`src/hw/rtl/binary_dilation_3x3_ring_unit_assert.svh`:
```
// assertion macros for the binary dilation ring unit
`ifndef BINARY_DILATION_3X3_RING_UNIT_ASSERT_SVH
`define BINARY_DILATION_3X3_RING_UNIT_ASSERT_SVH

`ifndef NO_ASSERTIONS

// clocked assertion, off while reset is high
`define BDR_ASSERT(label, clk, rst, prop) \
   label: assert property (@(posedge clk) disable iff (rst) prop) \
      else $error("assertion failed");

// clocked assertion, checked during reset too
`define BDR_ASSERT_ALWAYS(label, clk, prop) \
   label: assert property (@(posedge clk) prop) \
      else $error("assertion failed");

`else

`define BDR_ASSERT(label, clk, rst, prop)
`define BDR_ASSERT_ALWAYS(label, clk, prop)

`endif

`endif

```
`src/hw/rtl/bdr_pkg.sv`:
```
// shared constants, types and window logic for the binary dilation ring unit
package bdr_pkg;

   localparam int MAX_WIDTH  = 512;
   localparam int MAX_HEIGHT = 512;

   localparam int CFG_W  = 10;
   localparam int ADDR_W = $clog2(MAX_WIDTH);
   localparam int PIX_W  = 8;
   localparam int IDX_W  = 2;

   localparam logic [PIX_W-1:0] WHITE_VALUE = 8'd255;
   localparam logic [PIX_W-1:0] BLACK_VALUE = 8'd0;

   localparam logic [IDX_W-1:0] CSR_FRAME_WIDTH  = 2'd0;
   localparam logic [IDX_W-1:0] CSR_FRAME_HEIGHT = 2'd1;
   localparam logic [IDX_W-1:0] CSR_RING_MODE    = 2'd2;

   // line store word: bit 0 row above, bit 1 row two above
   localparam int LS_ABOVE = 0;
   localparam int LS_TWO   = 1;

   typedef struct packed {
      logic              eol;
      logic              eof;
      logic              mid;
      logic              w_one;
      logic              col_one;
      logic              bottom;
      logic              row_one;
      logic              black;
      logic [ADDR_W-1:0] col;
   } s1_ctrl_type;

   function automatic logic [CFG_W-1:0] clamp_size(input logic [CFG_W-1:0] v,
                                                   input logic [CFG_W-1:0] maxv);
      logic [CFG_W-1:0] r;
      if (v == '0) begin
         r = CFG_W'(1);
      end else if (v > maxv) begin
         r = maxv;
      end else begin
         r = v;
      end
      return r;
   endfunction

   // column triple: bit 0 top, bit 1 middle, bit 2 bottom
   function automatic logic [PIX_W-1:0] dilate(input logic [2:0] left,
                                               input logic [2:0] centre,
                                               input logic [2:0] right,
                                               input logic       ring);
      logic any;
      any = (|left) | (|right) | centre[0] | centre[2];
      if (ring && centre[1] && any) begin
         any = 1'b0;
      end
      return any ? BLACK_VALUE : WHITE_VALUE;
   endfunction

endpackage

```
`src/hw/rtl/bdr_line_store.sv`:
```
// two line stores of one bit each, kept as one two-bit wide ram
module bdr_line_store (
   input  logic                      clock,
   input  logic                      rd_en,
   input  logic [bdr_pkg::ADDR_W-1:0] rd_addr,
   output logic [1:0]                rd_data,
   input  logic                      wr_en,
   input  logic [bdr_pkg::ADDR_W-1:0] wr_addr,
   input  logic [1:0]                wr_data
);
   import bdr_pkg::*;

   logic [1:0] line_mem_ff [MAX_WIDTH];
   logic [1:0] rd_data_ff;

   always_ff @(posedge clock) begin
      if (wr_en) begin
         line_mem_ff[wr_addr] <= wr_data;
      end
   end

   always_ff @(posedge clock) begin
      if (rd_en) begin
         rd_data_ff <= line_mem_ff[rd_addr];
      end
   end

   assign rd_data = rd_data_ff;

endmodule

```
`src/hw/rtl/binary_dilation_3x3_ring_unit.sv`:
```
// top level of the streaming 3x3 binary dilation unit with ring mode
// Takes one word per clock while the output can advance and gives at most one result word
// per accepted word, with the result register loaded from the stage 1 register. The rate is
// set by the single line store ram, read once at acceptance and written once as the word
// leaves stage 1, with a bypass for a column written and read back to back. Results trail
// the input by frame_width+1 words; after the last pixel the host sends frame_width+1
// drain words (req_func = 1) to flush the frame, and rsp_out_last marks its final pixel.
// Configuration is taken on any cycle but should only be written while the unit is idle.
`include "binary_dilation_3x3_ring_unit_assert.svh"

module binary_dilation_3x3_ring_unit (
   input  logic                       clock,
   input  logic                       reset,
   input  logic                       req_valid,
   output logic                       req_ready,
   input  logic                       req_func,
   input  logic [bdr_pkg::PIX_W-1:0]  req_pixel,
   output logic                       rsp_valid,
   input  logic                       rsp_ready,
   output logic [bdr_pkg::PIX_W-1:0]  rsp_out_pixel,
   output logic                       rsp_out_last,
   input  logic                       csr_valid,
   output logic                       csr_ready,
   input  logic [bdr_pkg::IDX_W-1:0]  csr_index,
   input  logic [bdr_pkg::CFG_W-1:0]  csr_data
);
   import bdr_pkg::*;

   logic [CFG_W-1:0] frame_width_ff;
   logic [CFG_W-1:0] frame_height_ff;
   logic             ring_mode_ff;

   logic [CFG_W-1:0] in_column_ff, in_column_in;
   logic [CFG_W-1:0] in_row_ff, in_row_in;

   logic             s1_valid_ff;
   s1_ctrl_type      s1_ff, s1_in;
   logic             fwd_ff, fwd_in;
   logic [1:0]       fwd_data_ff;

   logic [8:0]       window_ff, window_in;

   logic             rsp_valid_ff;
   logic [PIX_W-1:0] rsp_out_pixel_ff, rsp_out_pixel_in;
   logic             rsp_out_last_ff;
   logic             rsp_fire_in;

   logic             advance;
   logic             accept;

   logic [CFG_W-1:0] w_eff, h_eff;
   logic             wrap0, eol0, eof0;
   logic [CFG_W-1:0] col0, row0, col_inc;

   logic [1:0]       rd_data;
   logic             wr_en;
   logic [1:0]       wr_data;
   logic             above1, two1, two_eff, b1;
   logic [2:0]       triple, l_old, c_old, r_old;

   // configuration
   assign csr_ready = 1'b1;

   always_ff @(posedge clock) begin
      if (reset) begin
         frame_width_ff  <= CFG_W'(MAX_WIDTH);
         frame_height_ff <= CFG_W'(MAX_HEIGHT);
         ring_mode_ff    <= 1'b0;
      end else if (csr_valid) begin
         unique case (csr_index)
            CSR_FRAME_WIDTH:  frame_width_ff  <= csr_data;
            CSR_FRAME_HEIGHT: frame_height_ff <= csr_data;
            CSR_RING_MODE:    ring_mode_ff    <= csr_data[0];
            default: ;
         endcase
      end
   end

   assign w_eff = clamp_size(frame_width_ff, CFG_W'(MAX_WIDTH));
   assign h_eff = clamp_size(frame_height_ff, CFG_W'(MAX_HEIGHT));

   // handshake
   assign advance   = !rsp_valid_ff || rsp_ready;
   assign req_ready = advance;
   assign accept    = req_valid && advance;

   // position tracking at acceptance
   always_comb begin
      wrap0   = in_column_ff >= w_eff;
      col0    = wrap0 ? '0 : in_column_ff;
      row0    = wrap0 ? in_row_ff + CFG_W'(1) : in_row_ff;
      eol0    = (col0 == '0) && (row0 >= CFG_W'(2));
      eof0    = eol0 && ({1'b0, row0} >= ({1'b0, h_eff} + (CFG_W + 1)'(1)));
      col_inc = col0 + CFG_W'(1);

      in_column_in = in_column_ff;
      in_row_in    = in_row_ff;
      if (accept) begin
         priority if (eof0) begin
            in_column_in = '0;
            in_row_in    = '0;
         end else if (col_inc >= w_eff) begin
            in_column_in = '0;
            in_row_in    = row0 + CFG_W'(1);
         end else begin
            in_column_in = col_inc;
            in_row_in    = row0;
         end
      end

      s1_in.eol     = eol0;
      s1_in.eof     = eof0;
      s1_in.mid     = (col0 != '0) && (row0 != '0);
      s1_in.w_one   = w_eff == CFG_W'(1);
      s1_in.col_one = col0 == CFG_W'(1);
      s1_in.bottom  = row0 >= h_eff;
      s1_in.row_one = row0 == CFG_W'(1);
      s1_in.black   = !req_func && (req_pixel == '0);
      s1_in.col     = col0[ADDR_W-1:0];

      fwd_in = s1_valid_ff && !s1_ff.eof && (s1_ff.col == col0[ADDR_W-1:0]);
   end

   always_ff @(posedge clock) begin
      if (reset) begin
         in_column_ff <= '0;
         in_row_ff    <= '0;
         s1_valid_ff  <= 1'b0;
      end else begin
         in_column_ff <= in_column_in;
         in_row_ff    <= in_row_in;
         if (advance) begin
            s1_valid_ff <= accept;
         end
      end
   end

   always_ff @(posedge clock) begin
      if (accept) begin
         s1_ff       <= s1_in;
         fwd_ff      <= fwd_in;
         fwd_data_ff <= wr_data;
      end
   end

   bdr_line_store u_line_store (
      .clock   (clock),
      .rd_en   (accept),
      .rd_addr (col0[ADDR_W-1:0]),
      .rd_data (rd_data),
      .wr_en   (wr_en),
      .wr_addr (s1_ff.col),
      .wr_data (wr_data)
   );

   // window and result
   always_comb begin
      above1  = fwd_ff ? fwd_data_ff[LS_ABOVE] : rd_data[LS_ABOVE];
      two1    = fwd_ff ? fwd_data_ff[LS_TWO] : rd_data[LS_TWO];
      b1      = s1_ff.bottom ? above1 : s1_ff.black;
      two_eff = s1_ff.row_one ? above1 : two1;
      triple  = {b1, above1, two_eff};

      wr_en                = s1_valid_ff && !s1_ff.eof && advance;
      wr_data[LS_ABOVE]    = b1;
      wr_data[LS_TWO]      = above1;

      l_old = window_ff[2:0];
      c_old = window_ff[5:3];
      r_old = window_ff[8:6];

      window_in        = window_ff;
      rsp_fire_in      = 1'b0;
      rsp_out_pixel_in = rsp_out_pixel_ff;
      if (s1_valid_ff) begin
         if (s1_ff.eof) begin
            window_in = '0;
         end else begin
            window_in = {triple, r_old, c_old};
         end
         if (s1_ff.eol) begin
            rsp_fire_in      = 1'b1;
            rsp_out_pixel_in = dilate(s1_ff.w_one ? r_old : c_old, r_old, r_old,
                                      ring_mode_ff);
         end else if (s1_ff.mid) begin
            rsp_fire_in      = 1'b1;
            rsp_out_pixel_in = dilate(s1_ff.col_one ? r_old : c_old, r_old, triple,
                                      ring_mode_ff);
         end
      end
   end

   always_ff @(posedge clock) begin
      if (reset) begin
         window_ff    <= '0;
         rsp_valid_ff <= 1'b0;
      end else if (advance) begin
         window_ff    <= window_in;
         rsp_valid_ff <= rsp_fire_in;
      end
   end

   always_ff @(posedge clock) begin
      if (advance && rsp_fire_in) begin
         rsp_out_pixel_ff <= rsp_out_pixel_in;
         rsp_out_last_ff  <= s1_ff.eof;
      end
   end

   assign rsp_valid     = rsp_valid_ff;
   assign rsp_out_pixel = rsp_out_pixel_ff;
   assign rsp_out_last  = rsp_out_last_ff;

   // checks
   `BDR_ASSERT(a_pixel_binary, clock, reset,
      rsp_valid_ff |-> (rsp_out_pixel_ff == BLACK_VALUE || rsp_out_pixel_ff == WHITE_VALUE))
   `BDR_ASSERT(a_column_in_range, clock, reset,
      in_column_ff < CFG_W'(MAX_WIDTH))
   `BDR_ASSERT(a_frame_end_clears, clock, reset,
      (s1_valid_ff && s1_ff.eof && advance) |=> (window_ff == '0))
   `BDR_ASSERT(a_frame_end_position, clock, reset,
      (accept && eof0) |=> (in_column_ff == '0 && in_row_ff == '0))
   `BDR_ASSERT_ALWAYS(a_no_result_in_reset, clock,
      reset |=> !rsp_valid_ff)

endmodule
```
`config.mk`:
```
export PLATFORM = sky130hd
export DESIGN_NAME = binary_dilation_3x3_ring_unit
export DESIGN_NICKNAME = d
export VERILOG_FILES = /design/src/hw/rtl/bdr_pkg.sv /design/src/hw/rtl/bdr_line_store.sv /design/src/hw/rtl/binary_dilation_3x3_ring_unit.sv
export VERILOG_INCLUDE_DIRS = /design/src /design/src/hw/rtl
export SDC_FILE = /design/constraint.sdc
export NUM_CORES = 2
export LEC_CHECK = 0
export ABC_AREA = 1
export BUFFER_PORTS_ARGS = -buffer_cell sky130_fd_sc_hd__buf_2
export CAP_MARGIN = 20
export CORE_MARGIN = 1
export CORE_UTILIZATION = 40
export CTS_CLUSTER_SIZE = 25
export DETAILED_ROUTE_END_ITERATION = 10
export GPL_ROUTABILITY_DRIVEN = 0
export GPL_TIMING_DRIVEN = 0
export PLACE_DENSITY_LB_ADDON = 0.2
export SYNTH_ARGS = -nofsm -noshare
export SYNTH_HDL_FRONTEND = slang
export SYNTH_SLANG_ARGS = --single-unit
```
`constraint.sdc`:
```
create_clock -name clock -period 18.7 [get_ports clock]
set_input_delay 0 -clock clock [delete_from_list [all_inputs] [get_ports clock]]
set_output_delay 0 -clock clock [all_outputs]
set_load 0.1 [all_outputs]
```
==> results.md <==
- Tcrit/Tclk final: 41.1%
- Fin crit period: 7690 ps
- CTS root buf: clkbuf_16
- Die width: 350 um
- Ys flop type: edfxtp_1
- Crit-path max FO: 10
- Worst hold path type: in2reg
- Total number of vias: 39,293
- Hold_sp: csr_data[9]
- Worst slew margin: about 8.2%
- Routed WL: 204 mm
- Placed instance area: 51,800 um2
- Hold-fix buffers at CTS: 35
- Area of the multi-input gates: 14,100 um2
- Crit Reg-Reg Endpoint: in_column_ff[1]
- Syn. warnings: 0
- TritonCTS clock tree: built
- First-pass GRT wire length: 276 mm
- R2r worst-path depth: 29
- Unique masters post-synth: 49
- Tightest Pin Transition: 1370 ps
- Max Slew Vio Count: 0
- Clk slew on worst S/H paths: 70 ps
- WS Path Type: reg2reg
- Worst slack, placed: about 12,000 ps
- Gr usage total: between 30% and 40%
- Fillers: about 11,000
- MaxCap Viol Count: 0
- 1st-pass router iterations: 8
- Worst Slack Setup Final: 11,010 ps
- Row Count: 127
- Count of flip-flops with a built-in enable after synthesis: 1,048
- Final Core Density: 46.5%
- Setup-failing EPs final: 0
- Run status: finished, final reports clean
- FF+latch area: 32,500 um2
- Port Buf Inserts: 36
- Vias in the first global route: around 36,000
- Static leakage: 20.4 nW
- Number of synthesized register bits: 1,097
- Hold worst-path end: frame_width_ff[9]
- Largest net degree at the start of global routing: 156
- Startpoint Class: flip-flop
- Syn Area/Cell: roughly 10 um2
- Max stage delay on crit path: 680 ps
- Clock skew: around 36 ps
- Area of the mapped netlist: roughly 49,000 um2
- Placed cell count: 6,512
- Synthesized netlist cell count: roughly 4,800
- Nature of the critical path endpoint: flip-flop
- Synth area leaders: edfxtp_1, nand2_1, nor2_1, nand3_1, dfxtp_1
- Final hold vios: 0
- Yosys top cell area share: 64.9%
- Layout cells sized above 1: about 8.5%
- Detail Route Antenna Nets: 0
- Drc violations: 0
- Critical Path AT: 8360 ps
- Final Non-Filler Cells: 6,764
- Grt ovf: 0
- Peak VDD IR: about 0.073 mV
- Setup Buffers After CTS: 0
- Post-cts resize count: 0
- Htree depth: 3
- Fin Setup TNS: 0 ps
- F_max: 130 MHz
- Die area: 123,000 um2
- Post-Synthesis Net Count: 4,881
- Post-synthesis sequential area ratio: between 60% and 70%
- Antenna violations before repair: 10
- Cell mode on critical path: nand2_1
- Reg2reg setup slack: roughly 11,000 ps
- DIE HEIGHT: 350 um
- Commonest cells in the netlist: nand2_1, nor2_1, edfxtp_1, nand3_1, inv_1
- Routed vias/inst: 5.81
- Fraction of registers with async set or reset after synthesis: 0%
- RSZ-0062 raised after global routing: false
- Maximum clock insertion buffer count: 3
- Final HPWL DP: 137 mm
- Pwr per Cell Area: ~100 nW/um2
- Area grow syn2layout: 15.1%
- Count leader, synth: nand2_1
- Crit Reg-Reg Startpoint: in_column_ff[0]
- Final Cell Area: between 50,000 and 60,000 um2
- Critical Path RT: 19,370 ps
- Worst-Skew Late Latency: between 700 and 800 ps
- I/O pin count: 38
- Initial Utilization: 40.4%
- DR iter-0 viols: 6,494
- Clock sink count: 1,097
- TritonCTS buffer count: ~110
- Hold path depth: 4
- Largest area contributor in the netlist: edfxtp_1
- Worst path slowest cell: buf_2
- Final #Nets: 5,126
- Core box area: about 120,000 um2
- DR WL/cell: 30.1 um
cell usage in the layout (no fill, tap or decap), types with 9 or more instances in the layout:
cell,count
a21oi_1,89
buf_1,16
buf_12,9
buf_16,18
buf_2,131
buf_4,13
buf_8,25
bufinv_16,9
clkbuf_1,187
clkbuf_16,117
clkinv_1,31
clkinv_2,18
dfxtp_1,49
dlygate4sd3_1,35
edfxtp_1,1048
ha_1,46
inv_1,183
nand2_1,1202
nand3_1,364
nand4_1,54
nor2_1,1117
nor3_1,19
o211ai_1,53
o21ai_0,157
or2_2,51
xor2_1,16
worst max path at each step:
stage	from	end	slack, ps	cells past startpoint
4_1_cts	in_column_ff[0]	in_column_ff[1]	11310	29
2_1_floorplan	fwd_ff	fwd_data_ff[0]	1580	4
3_3_place_gp	s1_ff[11]	u_line_store.line_mem_ff[412][0]	-16110	1
5_1_grt	in_column_ff[0]	in_column_ff[1]	10800	28
6_report	in_column_ff[0]	in_column_ff[1]	11010	29
3_5_place_dp	in_column_ff[0]	in_column_ff[0]	11780	28
cells by family (layout without fill, tap and decap cells):
| group | after synthesis | count (layout) | share of synthesized area [%] |
|---|---|---|---|
| buffers and inverters | 482 | 819 | 4.05 |
| AOI/OAI and AO/OA | 331 | 331 | 3.83 |
| adders and majority gates | 46 | 46 | 1.19 |
| other | 1 | 7 | 0.00773 |
| xor gates and xnor gates | 19 | 19 | 0.359 |
| and+or+nand+nor | 2833 | 2833 | 23.7 |
| DFF | 1097 | 1097 | 66.9 |
cell type report:
type                    count  share of cell area (%)
clock inverters            65                   0.966
plain buffers             292                    2.25
diodes                      6                  0.0269
well taps                1612                    3.61
inverters                 190                    1.29
clock buffers             142                    5.54
multi-input cells        3230                    25.3
repair buffers            130                    2.96
flip-flops and latches   1097                    58.1
power breakdown:
part           internal, mW  switching, mW  total [mW]  leakage (nW)
registers              2.75        0.00853        2.76          9.83
clock network          1.28          0.987        2.27          1.78
logic                 0.187          0.640       0.827          8.77
metal layers:
metal,part of all wire [%],vias to the layer above,global-route usage [%],wire length (um)
met5,0.040,-,0,82
li1,-,16676,-,-
met2,43,2920,49.4,87800
met4,7.9,14,22.1,16000
met3,13,663,8.59,26700
met1,36,19020,41.2,73000
registers in the layout, indices dropped and copies added, names as in the netlist, 2 cells and up:
name and flops:
u_line_store.line_mem_ff 1024, s1_ff 17, frame_height_ff 10, frame_width_ff 10, in_column_ff 10, in_row_ff 10, window_ff 6, fwd_data_ff 2
u_line_store.rd_data 2
stage by stage:
step	hold slack (ps)	power, mW
2_1_floorplan	69.1	3.23
3_3_place_gp	259	3.67
3_5_place_dp	254	3.59
4_1_cts	85.6	5.81
5_1_grt	151	5.95
6_report	108	5.86
worst max-delay path: cells and delay by family (launching register included):
family	cells	cell delay (ps)
AND/OR/NAND/NOR	14	2600
flip-flops	1	300
buffers and inverters	9	3330
AO/OA/AOI/OAI	3	520
adder cells (fa/ha/maj)	2	620
XOR/XNOR	1	220
Note: power is estimated with default switching activity, not from simulation.
